<file path="src/design/fpv_pkg.sv">
// Package with the status codes, segment state type and character classes of the path validator.
`default_nettype none

package fpv_pkg;

	localparam int SEG_LEN_W = 8;
	localparam int EXT_LEN_W = 3;
	localparam int MAX_SEG_LEN_DEF = 255;
	localparam int EXT_LEN_SAT = 4;
	localparam int EXT_LEN_MAX = 3;

	localparam logic [7:0] CH_SLASH = 8'h2F;
	localparam logic [7:0] CH_DOT = 8'h2E;
	localparam logic [7:0] CH_DASH = 8'h2D;
	localparam logic [7:0] CH_UNDER = 8'h5F;

	typedef enum logic [2:0] {
		ST_OK      = 3'd0,
		ST_EMPTY   = 3'd1,
		ST_LONG    = 3'd2,
		ST_DIRCHAR = 3'd3,
		ST_BADCHAR = 3'd4,
		ST_EXTLEN  = 3'd5
	} status_t;

	typedef struct packed {
		logic                 at_first;
		logic                 bypass;
		status_t              err_code;
		logic [SEG_LEN_W-1:0] seg_len;
		logic                 seg_has_dot;
		logic                 seg_bad_char;
		logic [EXT_LEN_W-1:0] ext_len;
		logic                 ext_nonalpha;
	} seg_state_t;

	localparam seg_state_t STATE_RESET = '{
		at_first:     1'b1,
		bypass:       1'b0,
		err_code:     ST_OK,
		seg_len:      '0,
		seg_has_dot:  1'b0,
		seg_bad_char: 1'b0,
		ext_len:      '0,
		ext_nonalpha: 1'b0
	};

	function automatic logic is_letter(input logic [7:0] c);
		return (c >= 8'h41 && c <= 8'h5A) || (c >= 8'h61 && c <= 8'h7A);
	endfunction

	function automatic logic is_name_char(input logic [7:0] c);
		return is_letter(c) || (c >= 8'h30 && c <= 8'h39) || c == CH_DASH || c == CH_UNDER;
	endfunction

endpackage

`default_nettype wire

</file>
<file path="src/design/fpv_if.sv">
// Valid/ready channel interfaces for path bytes and for result status.
`default_nettype none

interface fpv_path_if;
	logic       valid;
	logic       ready;
	logic [7:0] ch;
	logic       last;

	modport source (output valid, output ch, output last, input ready);
	modport sink (input valid, input ch, input last, output ready);
endinterface

interface fpv_result_if;
	logic       valid;
	logic       ready;
	logic [2:0] status;

	modport source (output valid, output status, input ready);
	modport sink (input valid, input status, output ready);
endinterface

`default_nettype wire

</file>
<file path="src/design/fpv_step.sv">
// Next-state and final-status logic for one path byte.
`default_nettype none

module fpv_step
	import fpv_pkg::*;
#(
	parameter int MAX_SEG_LEN = MAX_SEG_LEN_DEF
) (
	input  seg_state_t cur,
	input  logic [7:0] ch,
	input  logic       last,
	output seg_state_t nxt,
	output status_t    status
);

	localparam logic [SEG_LEN_W-1:0] SEG_LIMIT = SEG_LEN_W'(MAX_SEG_LEN);

	seg_state_t upd;

	always_comb begin
		upd = cur;
		if (cur.at_first) begin
			upd.at_first = 1'b0;
			upd.bypass = (ch != CH_SLASH);
		end else if (cur.bypass || cur.err_code != ST_OK) begin
			upd = cur;
		end else if (ch == CH_SLASH) begin
			if (cur.seg_len == '0) begin
				upd.err_code = ST_EMPTY;
			end else if (cur.seg_bad_char || cur.seg_has_dot) begin
				upd.err_code = ST_DIRCHAR;
			end
			upd.seg_len = '0;
			upd.seg_has_dot = 1'b0;
			upd.seg_bad_char = 1'b0;
			upd.ext_len = '0;
			upd.ext_nonalpha = 1'b0;
		end else if (cur.seg_len >= SEG_LIMIT) begin
			upd.err_code = ST_LONG;
		end else begin
			upd.seg_len = cur.seg_len + 1'b1;
			if (ch == CH_DOT) begin
				upd.seg_has_dot = 1'b1;
				upd.ext_len = '0;
				upd.ext_nonalpha = 1'b0;
			end else begin
				if (!is_name_char(ch)) begin
					upd.seg_bad_char = 1'b1;
				end
				if (cur.ext_len < EXT_LEN_W'(EXT_LEN_SAT)) begin
					upd.ext_len = cur.ext_len + 1'b1;
				end
				if (!is_letter(ch)) begin
					upd.ext_nonalpha = 1'b1;
				end
			end
		end
	end

	// Final status is judged on the state after this byte.
	always_comb begin
		priority if (upd.bypass || upd.err_code != ST_OK) begin
			status = upd.err_code;
		end else if (upd.seg_len == '0) begin
			status = ST_OK;
		end else if (upd.seg_bad_char) begin
			status = ST_BADCHAR;
		end else if (upd.seg_has_dot &&
				(upd.ext_len == '0 || upd.ext_len > EXT_LEN_W'(EXT_LEN_MAX))) begin
			status = ST_EXTLEN;
		end else if (upd.seg_has_dot && upd.ext_nonalpha) begin
			status = ST_BADCHAR;
		end else begin
			status = ST_OK;
		end
	end

	assign nxt = last ? STATE_RESET : upd;

endmodule

`default_nettype wire

</file>
<file path="src/design/fat_path_validator_top.sv">
// Top level of the path validator: input register, segment state and result register.
`default_nettype none

// Channel   Dir  Payload              Role
// path      in   ch[7:0], last        one path byte per transaction
// result    out  status[2:0]          one status per path, on its last byte
//
// A new byte is accepted every cycle unless a last byte waits in the input register on a stalled result.
// A byte is first held in the input register; the segment state then updates
// from it, and for a last byte the result register updates with it. A status
// is therefore presented from the result register after that update.
// A stalled result holds the input register only when it holds a last byte;
// other bytes keep flowing. Reset returns the block to awaiting a new path.

module fat_path_validator_top
	import fpv_pkg::*;
#(
	parameter int MAX_SEG_LEN = MAX_SEG_LEN_DEF
) (
	input  wire logic           clk,
	input  wire logic           arst_n,
	fpv_path_if.sink            path,
	fpv_result_if.source        result
);

	// Input register stage.
	logic       valid_s1;
	logic [7:0] ch_s1;
	logic       last_s1;

	// Segment state and result register.
	seg_state_t st_q;
	seg_state_t st_nxt;
	status_t    status_nxt;
	logic       out_valid_q;
	status_t    out_status_q;

	logic consume;

	// A byte in the input register moves on unless it is a last byte and the
	// result register is still full and not being drained.
	assign consume = valid_s1 && (!last_s1 || !out_valid_q || result.ready);
	assign path.ready = !valid_s1 || consume;

	always_ff @(posedge clk or negedge arst_n) begin
		if (!arst_n) begin
			valid_s1 <= 1'b0;
		end else if (path.ready) begin
			valid_s1 <= path.valid;
		end
	end

	always_ff @(posedge clk) begin
		if (path.valid && path.ready) begin
			ch_s1 <= path.ch;
			last_s1 <= path.last;
		end
	end

	fpv_step #(
		.MAX_SEG_LEN(MAX_SEG_LEN)
	) u_step (
		.cur    (st_q),
		.ch     (ch_s1),
		.last   (last_s1),
		.nxt    (st_nxt),
		.status (status_nxt)
	);

	always_ff @(posedge clk or negedge arst_n) begin
		if (!arst_n) begin
			st_q <= STATE_RESET;
		end else if (consume) begin
			st_q <= st_nxt;
		end
	end

	always_ff @(posedge clk or negedge arst_n) begin
		if (!arst_n) begin
			out_valid_q <= 1'b0;
		end else if (consume && last_s1) begin
			out_valid_q <= 1'b1;
		end else if (result.ready) begin
			out_valid_q <= 1'b0;
		end
	end

	always_ff @(posedge clk) begin
		if (consume && last_s1) begin
			out_status_q <= status_nxt;
		end
	end

	assign result.valid = out_valid_q;
	assign result.status = out_status_q;

	// The state is back at its reset value after the last byte of a path.
	a_clear_after_path: assert property (@(posedge clk) disable iff (!arst_n)
		consume && last_s1 |=> st_q == STATE_RESET)
		else $error("segment state not cleared after end of path");

	// A path that is not rooted never records an error.
	a_bypass_no_err: assert property (@(posedge clk) disable iff (!arst_n)
		st_q.bypass |-> st_q.err_code == ST_OK)
		else $error("error latched on an unrooted path");

	// The extension counter saturates and never runs past the segment length.
	a_ext_len_bound: assert property (@(posedge clk) disable iff (!arst_n)
		st_q.ext_len <= EXT_LEN_W'(EXT_LEN_SAT) &&
		SEG_LEN_W'(st_q.ext_len) <= st_q.seg_len)
		else $error("extension length out of bounds");

	// The segment length stays within the limit.
	a_seg_len_bound: assert property (@(posedge clk) disable iff (!arst_n)
		st_q.seg_len <= SEG_LEN_W'(MAX_SEG_LEN))
		else $error("segment length beyond limit");

	// A last byte is never consumed while the result register is full and stalled.
	a_no_overwrite: assert property (@(posedge clk) disable iff (!arst_n)
		out_valid_q && !result.ready |-> !(consume && last_s1))
		else $error("result overwritten while stalled");

endmodule

`default_nettype wire
</file>
<file path="src/flat_wrapper.sv">
// flat-port wrapper written by rule: the top's interface ports become plain ports
module fat_path_validator_top_flat import fpv_pkg::*;
#(
	parameter int MAX_SEG_LEN = MAX_SEG_LEN_DEF
)
  (clk, arst_n, path_valid, path_ch, path_last, path_ready, result_valid, result_status, result_ready);
  fpv_path_if path_i ();
  fpv_result_if result_i ();
  input  wire logic clk;
  input  wire logic arst_n;
  input wire logic [$bits(path_i.valid)-1:0] path_valid;
  input wire logic [$bits(path_i.ch)-1:0] path_ch;
  input wire logic [$bits(path_i.last)-1:0] path_last;
  output wire logic [$bits(path_i.ready)-1:0] path_ready;
  output wire logic [$bits(result_i.valid)-1:0] result_valid;
  output wire logic [$bits(result_i.status)-1:0] result_status;
  input wire logic [$bits(result_i.ready)-1:0] result_ready;
  assign path_i.valid = path_valid;
  assign path_i.ch = path_ch;
  assign path_i.last = path_last;
  assign path_ready = path_i.ready;
  assign result_valid = result_i.valid;
  assign result_status = result_i.status;
  assign result_i.ready = result_ready;
  fat_path_validator_top #(.MAX_SEG_LEN(MAX_SEG_LEN)) u_core (.clk(clk), .arst_n(arst_n), .path(path_i), .result(result_i));
endmodule
</file>
<file path="config.mk">
export PLATFORM = sky130hd
export DESIGN_NAME = fat_path_validator_top_flat
export DESIGN_NICKNAME = d
export VERILOG_FILES = /design/src/design/fpv_pkg.sv /design/src/design/fpv_if.sv /design/src/design/fpv_step.sv /design/src/design/fat_path_validator_top.sv /design/src/flat_wrapper.sv
export SDC_FILE = /design/constraint.sdc
export NUM_CORES = 1
export LEC_CHECK = 0
export ABC_AREA = 1
export BUFFER_PORTS_ARGS = -buffer_cell sky130_fd_sc_hd__buf_2
export CAP_MARGIN = 20
export CORE_MARGIN = 2
export CORE_UTILIZATION = 59
export DETAILED_ROUTE_END_ITERATION = 10
export HOLD_SLACK_MARGIN = 0.12
export PLACE_DENSITY = 0.83
export SETUP_SLACK_MARGIN = 0.05
export SYNTH_ARGS = -nofsm -noshare
export SYNTH_HDL_FRONTEND = slang
export SYNTH_HIERARCHICAL = 1
export SYNTH_SLANG_ARGS = --single-unit
</file>
<file path="constraint.sdc">
create_clock -name clk -period 2.6 [get_ports clk]
set_input_delay 0.13 -clock clk [delete_from_list [all_inputs] [get_ports clk]]
set_output_delay 0.13 -clock clk [all_outputs]
set_load 0.1 [all_outputs]
</file>
==> impl_metrics.csv, run 1 <==
group,metric,value,unit
place,post_dp_cell_area,2241,um^2
die,core,3606,um^2
setup_path,worstSetupPathType,"reg2reg",
timing,hold_viol_final,0,
setup_path,critPathMostFrequentCell,"nand2_1",
finish,finish.utilization,67.45,%
global_routing,grt_pass1_wl,8549,um
die,die_width,64.64,um
pwr,ir_worst_vdd,0.0005183,V
setup_path,slowest_stage,"dfrtp_1",
setup_path,r2r_slack,0.44,ns
pwr,switching_share,34.94,%
clocking,cts-root-buf,"clkbuf_8",
clocking,cts_tree,"done",
timing,slew_violations,0,
detailed_routing,remaining_drc_errors,0,
global_routing,grt_usage,26.78,%
clocking,cts_made_buffers,5,
run_status,status,"completed",
clocking,cts_sinks,33,
die,die_area,4178,um^2
clocking,path_clk_slew,0.07,ns
finish,most-common-layout-cells,"nand2_1, nand3_1, nor2_1",
synth,yosys_warnings,6,
synth,synth_nets,321,
synth,ys_ff_latch,33,
finish,final_common_cell,"nand2_1",
synth,syn_avg_cell_area,7.113,um^2
setup_path,critPathLaunchType,"flop",
pwr,seqPwrFrac,46.2,%
setup_path,crit_path_max_incr_delay,0.42,ns
timing,tns,0,ns
die,pin_count,18,
detailed_routing,drt-vias-per-instance,5.368,
finish,fin_nets,347,
timing,period_needed,2.158,ns
pwr,p_leak,1.263,nW
global_routing,antenna_found_initial,0,
pwr,power_density,564.3,nW/um^2
finish,seqCellArea,890.9,um^2
finish,finish.instance_area,2432,um^2
finish,syn_to_final_growth,12.11,%
pwr,p_clk_share,27.3,%
detailed_routing,wirelength,4802,um
timing,finalSetupViolCount,0,
setup_path,crit_buf_inv,0,
global_routing,grt_max_degree,23,
pwr,total_power,1.373,mW
timing,skew,0.01231,ns
clocking,htreeDepth,2,
detailed_routing,detail_route.first_pass.iterations,5,
setup_path,cp_max_fo,13,
min_path,hold_class,"in2reg",
setup_path,cp_cell_sequence,"ha_1 > nand2_1 > nor2_2 > nand2_2 > nand2_2 > nor2_1 > nor2_4 > nand2_1 > nand2_1 > nand2_1 > nand3_1 > o21ai_1",
setup_path,cp-end-kind,"flop",
detailed_routing,antenna_left,0,
detailed_routing,wire_per_inst,12.64,um
die,core.rowCount,22,
clocking,post_cts_resized,0,
finish,layout-drive-gt1-share,14.16,%
clocking,clockBufferDepth,2,
job,drv_cap,0,
die,die_h,64.64,um
synth,yosys.cell_types.count,29,
global_routing,grt.overflow.total,0,
pwr,p_comb_share,26.5,%
setup_path,crit_arrival,2.30,ns
detailed_routing,num_vias,2040,
finish,n_antenna_cell,0,
timing,rsz0062_at_grt,"false",
synth,netlist_area,2170,um^2
timing,timing.final.crit_share,83.00,%
global_routing,grt_pass1_vias,1917,
timing,max_freq,0.4634,GHz
die,start_util,60.17,%
clocking,insertion_delay,0.30,ns
place,dp_hpwl,3330,um
timing,max_slew_margin,45.26,%
setup_path,crit_family,"simple AND/OR/NAND/NOR gates",
finish,fill_cells,324,
timing,worstMarginPinSlew,0.8211,ns
place,numPortBuffers,17,
pwr,power.internal,0.8930,mW
finish,multi_input_area,1065,um^2
synth,ys_seq_area_share,40.89,%
place,routabilityCongestion,0.8853,
setup_path,worstPathRequired,2.74,ns
detailed_routing,drt-initial-drc-count,154,
pwr,power_switching,0.4796,mW
synth,netlist_instances,305,
per-layer routing:
layer	GRT usage (%)	wire [um]	vias up
met5	0	0	-
met1	34.92	2058	922
li1	-	-	1027
met2	42.97	2233	77
met3	6.597	395	14
met4	10.64	115	0
area by class of cell:
cell class	instances	share of cell area, %
flip-flops and latches	33	36.63
clock buffers	7	3.138
inverters	33	5.144
well taps	48	2.469
repair buffers	30	8.642
clock inverters	1	0.2058
multi-input cells	228	43.78
power groups by stage:
stage	registers, mW	logic [mW]	clock network (mW)
final	0.634	0.364	0.374
after global placement	0.641	0.339	0
after detailed placement	0.643	0.348	0
after floorplan	0.665	0.264	0
after global routing	0.641	0.411	0.407
after CTS	0.633	0.362	0.386
what timing repair did:
item                                   in CTS  in global routing
setup endpoints to repair                   0                  0
hold buffers                               11                  0
setup buffers                               0                  0
endpoints found under the hold margin      30                  0
state kept, by name (all words and copies together) (netlist names):
signal                cells
u_core/result.status      3
u_core/result.valid       1
u_core/st_q              19
u_core/last_s1            1
u_core/ch_s1              8
u_core/valid_s1           1
path summary, 6_finish.rpt:
path,startpoint,endpoint,cells after the start
max reg2reg,u_core/st_q[6],u_core/result.status[0],12
max,u_core/st_q[6],u_core/result.status[0],12
min reg2reg,u_core/st_q[18],u_core/st_q[18],2
min in group asynchronous,arst_n,u_core/st_q[1],2
max in group asynchronous,arst_n,u_core/result.valid,2
min,result_ready,u_core/result.valid,4
worst register-to-register path: cells and delay by family (launching register included):
kind / cells / cell delay (ns)
fa+ha+maj: 1 / 0.24
compound gates: 1 / 0.16
simple gates: 10 / 1.18
flops: 1 / 0.42
synthesized netlist by cell type:
| library cell | count | area [um^2] |
|---|---|---|
| dfstp_2 | 1 | 26.28 |
| ha_1 | 3 | 37.54 |
| clkbuf_1 | 1 | 3.750 |
| nand2_4 | 1 | 11.26 |
| inv_1 | 30 | 112.6 |
| edfxtp_1 | 12 | 360.4 |
| nand2_2 | 7 | 43.79 |
| or2_0 | 1 | 6.260 |
| dfrtp_1 | 20 | 500.5 |
| a31oi_1 | 1 | 6.260 |
| nand4_1 | 11 | 68.82 |
| nand3_1 | 49 | 245.2 |
| o21ai_1 | 1 | 5.000 |
| nor3_1 | 2 | 10.01 |
| buf_2 | 2 | 10.01 |
| clkinv_1 | 1 | 3.750 |
| nand2_1 | 92 | 345.3 |
| nor2_4 | 3 | 33.78 |
| buf_1 | 1 | 3.750 |
| nor2_1 | 45 | 168.9 |
| inv_2 | 1 | 3.750 |
| nor2_2 | 4 | 25.02 |
| buf_6 | 6 | 67.56 |
| o21ai_0 | 1 | 5.000 |
| nand3_2 | 3 | 30.03 |
| a21oi_1 | 3 | 15.01 |
| buf_4 | 1 | 7.510 |
| o21bai_1 | 1 | 7.510 |
| clkinv_2 | 1 | 5.000 |
cell families after synthesis:
| family | Yosys count | share of synthesized area [%] |
|---|---|---|
| and+or+nand+nor | 218 | 45.56 |
| DFF | 33 | 40.89 |
| AOI/OAI and AO/OA | 7 | 1.787 |
| adders and majority gates | 3 | 1.730 |
| buffers and inverters | 44 | 10.03 |
per-stage QoR:
step / setup WS [ns] / hold slack [ns] / cells
2_1_floorplan: 0.1788 / -0.1656 / 305
3_3_place_gp: 0.5830 / 0.1271 / 361
3_5_place_dp: 0.5069 / 0.1267 / 361
4_1_cts: 0.4809 / 0.1214 / 380
5_1_grt: 0.2238 / 0.1591 / 380
6_report: 0.4419 / 0.1283 / 380
No activity file was read; power rests on OpenSTA's default activity.
==> run 2: changes to the inputs <==
--- a/config.mk
+++ b/config.mk
@@ -9,10 +9,10 @@
 export BUFFER_PORTS_ARGS = -buffer_cell sky130_fd_sc_hd__buf_2
 export CAP_MARGIN = 20
 export CORE_MARGIN = 2
-export CORE_UTILIZATION = 59
+export CORE_UTILIZATION = 54
 export DETAILED_ROUTE_END_ITERATION = 10
 export HOLD_SLACK_MARGIN = 0.12
-export PLACE_DENSITY = 0.83
+export PLACE_DENSITY = 0.8
 export SETUP_SLACK_MARGIN = 0.05
 export SYNTH_ARGS = -nofsm -noshare
 export SYNTH_HDL_FRONTEND = slang
==> constraint.sdc (replaced) <==
create_clock -name clk -period 1.7 [get_ports clk]
set_input_delay 0.085 -clock clk [delete_from_list [all_inputs] [get_ports clk]]
set_output_delay 0.085 -clock clk [all_outputs]
set_load 0.1 [all_outputs]
==> run 2 against run 1 <==
Compared with the run above:
- the run now ends with setup timing left
- utilization increased by 12 points
- die area rose by 8.7%
- clock power up 70%
- critical path type unchanged
- largest cell class unchanged
==> impl_metrics.csv, run 2 (same netlist as run 1, synthesis figures left out) <==
group,metric,value,unit
run_status,status,"finished with violations",
run_status,violations,"setup timing",
die,core.rowCount,23,
setup_path,worstSetupPathType,"reg2reg",
global_routing,grt_usage,32.27,%
finish,fin_nets,408,
timing,setup_ws,-0.4918,ns
finish,largest_reg_flops,19,
clocking,clockBufferDepth,2,
global_routing,grt_max_degree,22,
die,die_area,4541,um^2
setup_path,worstPathRequired,1.85,ns
die,die_width,67.39,um
detailed_routing,antenna_left,0,
clocking,cts_made_buffers,5,
clocking,path_clk_slew,0.08,ns
pwr,power_density,856.4,nW/um^2
timing,hold_viol_final,0,
place,dp_hpwl,3730,um
timing,max_freq,0.4562,GHz
timing,fin_hold_ws,0.2901,ns
die,pin_count,18,
detailed_routing,remaining_drc_errors,0,
timing,timing.final.crit_share,128.9,%
timing,period_needed,2.192,ns
place,routabilityCongestion,0.9667,
clocking,cts_tree,"done",
timing,rsz0062_at_grt,"true",
timing,slew_violations,0,
die,start_util,55.03,%
timing,worstMarginPinSlew,0.5070,ns
detailed_routing,num_vias,2720,
timing,skew,0.01432,ns
detailed_routing,detail_route.first_pass.iterations,6,
pwr,p_leak,1.600,nW
min_path,hold_class,"in2async",
setup_path,cp_max_fo,4,
place,numPortBuffers,17,
global_routing,grt_pass1_vias,2203,
finish,top_register,"u_core/st_q",
timing,tns,-2.287,ns
detailed_routing,drt-initial-drc-count,404,
detailed_routing,wire_per_inst,18.52,um
finish,n_antenna_cell,0,
clocking,insertion_delay,0.30,ns
clocking,cts-root-buf,"clkbuf_8",
detailed_routing,wirelength,8204,um
finish,layout-drive-gt1-share,38.68,%
global_routing,antenna_found_initial,0,
die,die_h,67.39,um
global_routing,grt_pass1_wl,10690,um
job,drv_cap,0,
detailed_routing,drt-vias-per-instance,6.140,
finish,most-common-layout-cells,"nand2_1, buf_4, nand3_1",
finish,syn_to_final_growth,44.64,%
timing,max_slew_margin,66.20,%
setup_path,crit_arrival,2.35,ns
die,core,3943,um^2
pwr,ir_worst_vdd,0.0007709,V
setup_path,critPathLaunchType,"flop",
clocking,htreeDepth,2,
timing,finalSetupViolCount,13,
clocking,cts_sinks,33,
setup_path,cp-end-kind,"flop",
global_routing,grt.overflow.total,0,
finish,final_common_cell,"nand2_1",
## run 2: routing by layer
metal / vias to the layer above / global-route usage, % / wire, um
met4: 0 / 12.24 / 566
met3: 71 / 6.167 / 859
met5: - / 0 / 0
li1: 1159 / - / -
met2: 256 / 53.34 / 3898
met1: 1234 / 42.00 / 2880
## run 2: worst max-delay path, cell delays in order (launching register included)
cell     delay (ns)
dfrtp_1        0.38
buf_4          0.16
inv_2          0.08
ha_2           0.16
inv_1          0.04
nor2_1         0.09
nand4_1        0.18
or2_0          0.28
nand3_2        0.08
nand3_1        0.11
a21oi_1        0.25
nand2_1        0.14
nand2_1        0.10
## run 2: area by class of cell
type | count | area, um^2
Tap cell | 50 | 62.56
Inverter | 33 | 127.6
Sequential cell | 33 | 890.9
Clock inverter | 1 | 7.507
Clock buffer | 7 | 86.33
Fill cell | 224 | 804.5
Timing Repair Buffer | 90 | 714.4
Multi-Input combinational cell | 229 | 1249
## run 2: worst paths after layout
check,to,startpoint,slack (ns),cells after the start
worst max-delay path,u_core/result.status[2],u_core/st_q[6],-0.49,12
worst min-delay path,u_core/st_q[2],arst_n,0.29,2
worst max register to register,u_core/result.status[2],u_core/st_q[6],-0.49,12
worst min register to register,u_core/st_q[0],u_core/st_q[0],0.47,2
max in group asynchronous,u_core/result.valid,arst_n,1.03,2
min in group clk,u_core/st_q[0],u_core/st_q[0],0.47,2
## run 2: what timing repair did
action / 4_1_cts / 5_1_grt
hold buffers: 12 / 0
gates resized for setup: 16 / 36
pin swaps: 14 / 24
setup endpoints to repair: 13 / 19
setup buffers: 6 / 10
cloned: 1 / 0
endpoints found under the hold margin: 32 / 0
## run 2: metrics by stage
stage | power (mW) | setup WS (ns) | area [um^2] | util (%) | cells
final | 2.687 | -0.4918 | 3138 | 79.59 | 443
after global routing | 2.770 | -0.5497 | 3138 | 79.59 | 443
after CTS | 2.410 | -0.1265 | 2950 | 74.83 | 433
after detailed placement | 1.675 | -0.2264 | 2608 | 66.14 | 406
after global placement | 1.658 | -0.1906 | 2608 | 66.14 | 406
after floorplan | 1.425 | -0.6943 | 2187 | - | 305
## run 2: report_power, final
part           total, mW  switching, mW  internal [mW]
sequential         0.954         0.0546          0.899
combinational       1.10          0.640          0.457
clock              0.636          0.307          0.329
total               2.69           1.00           1.69
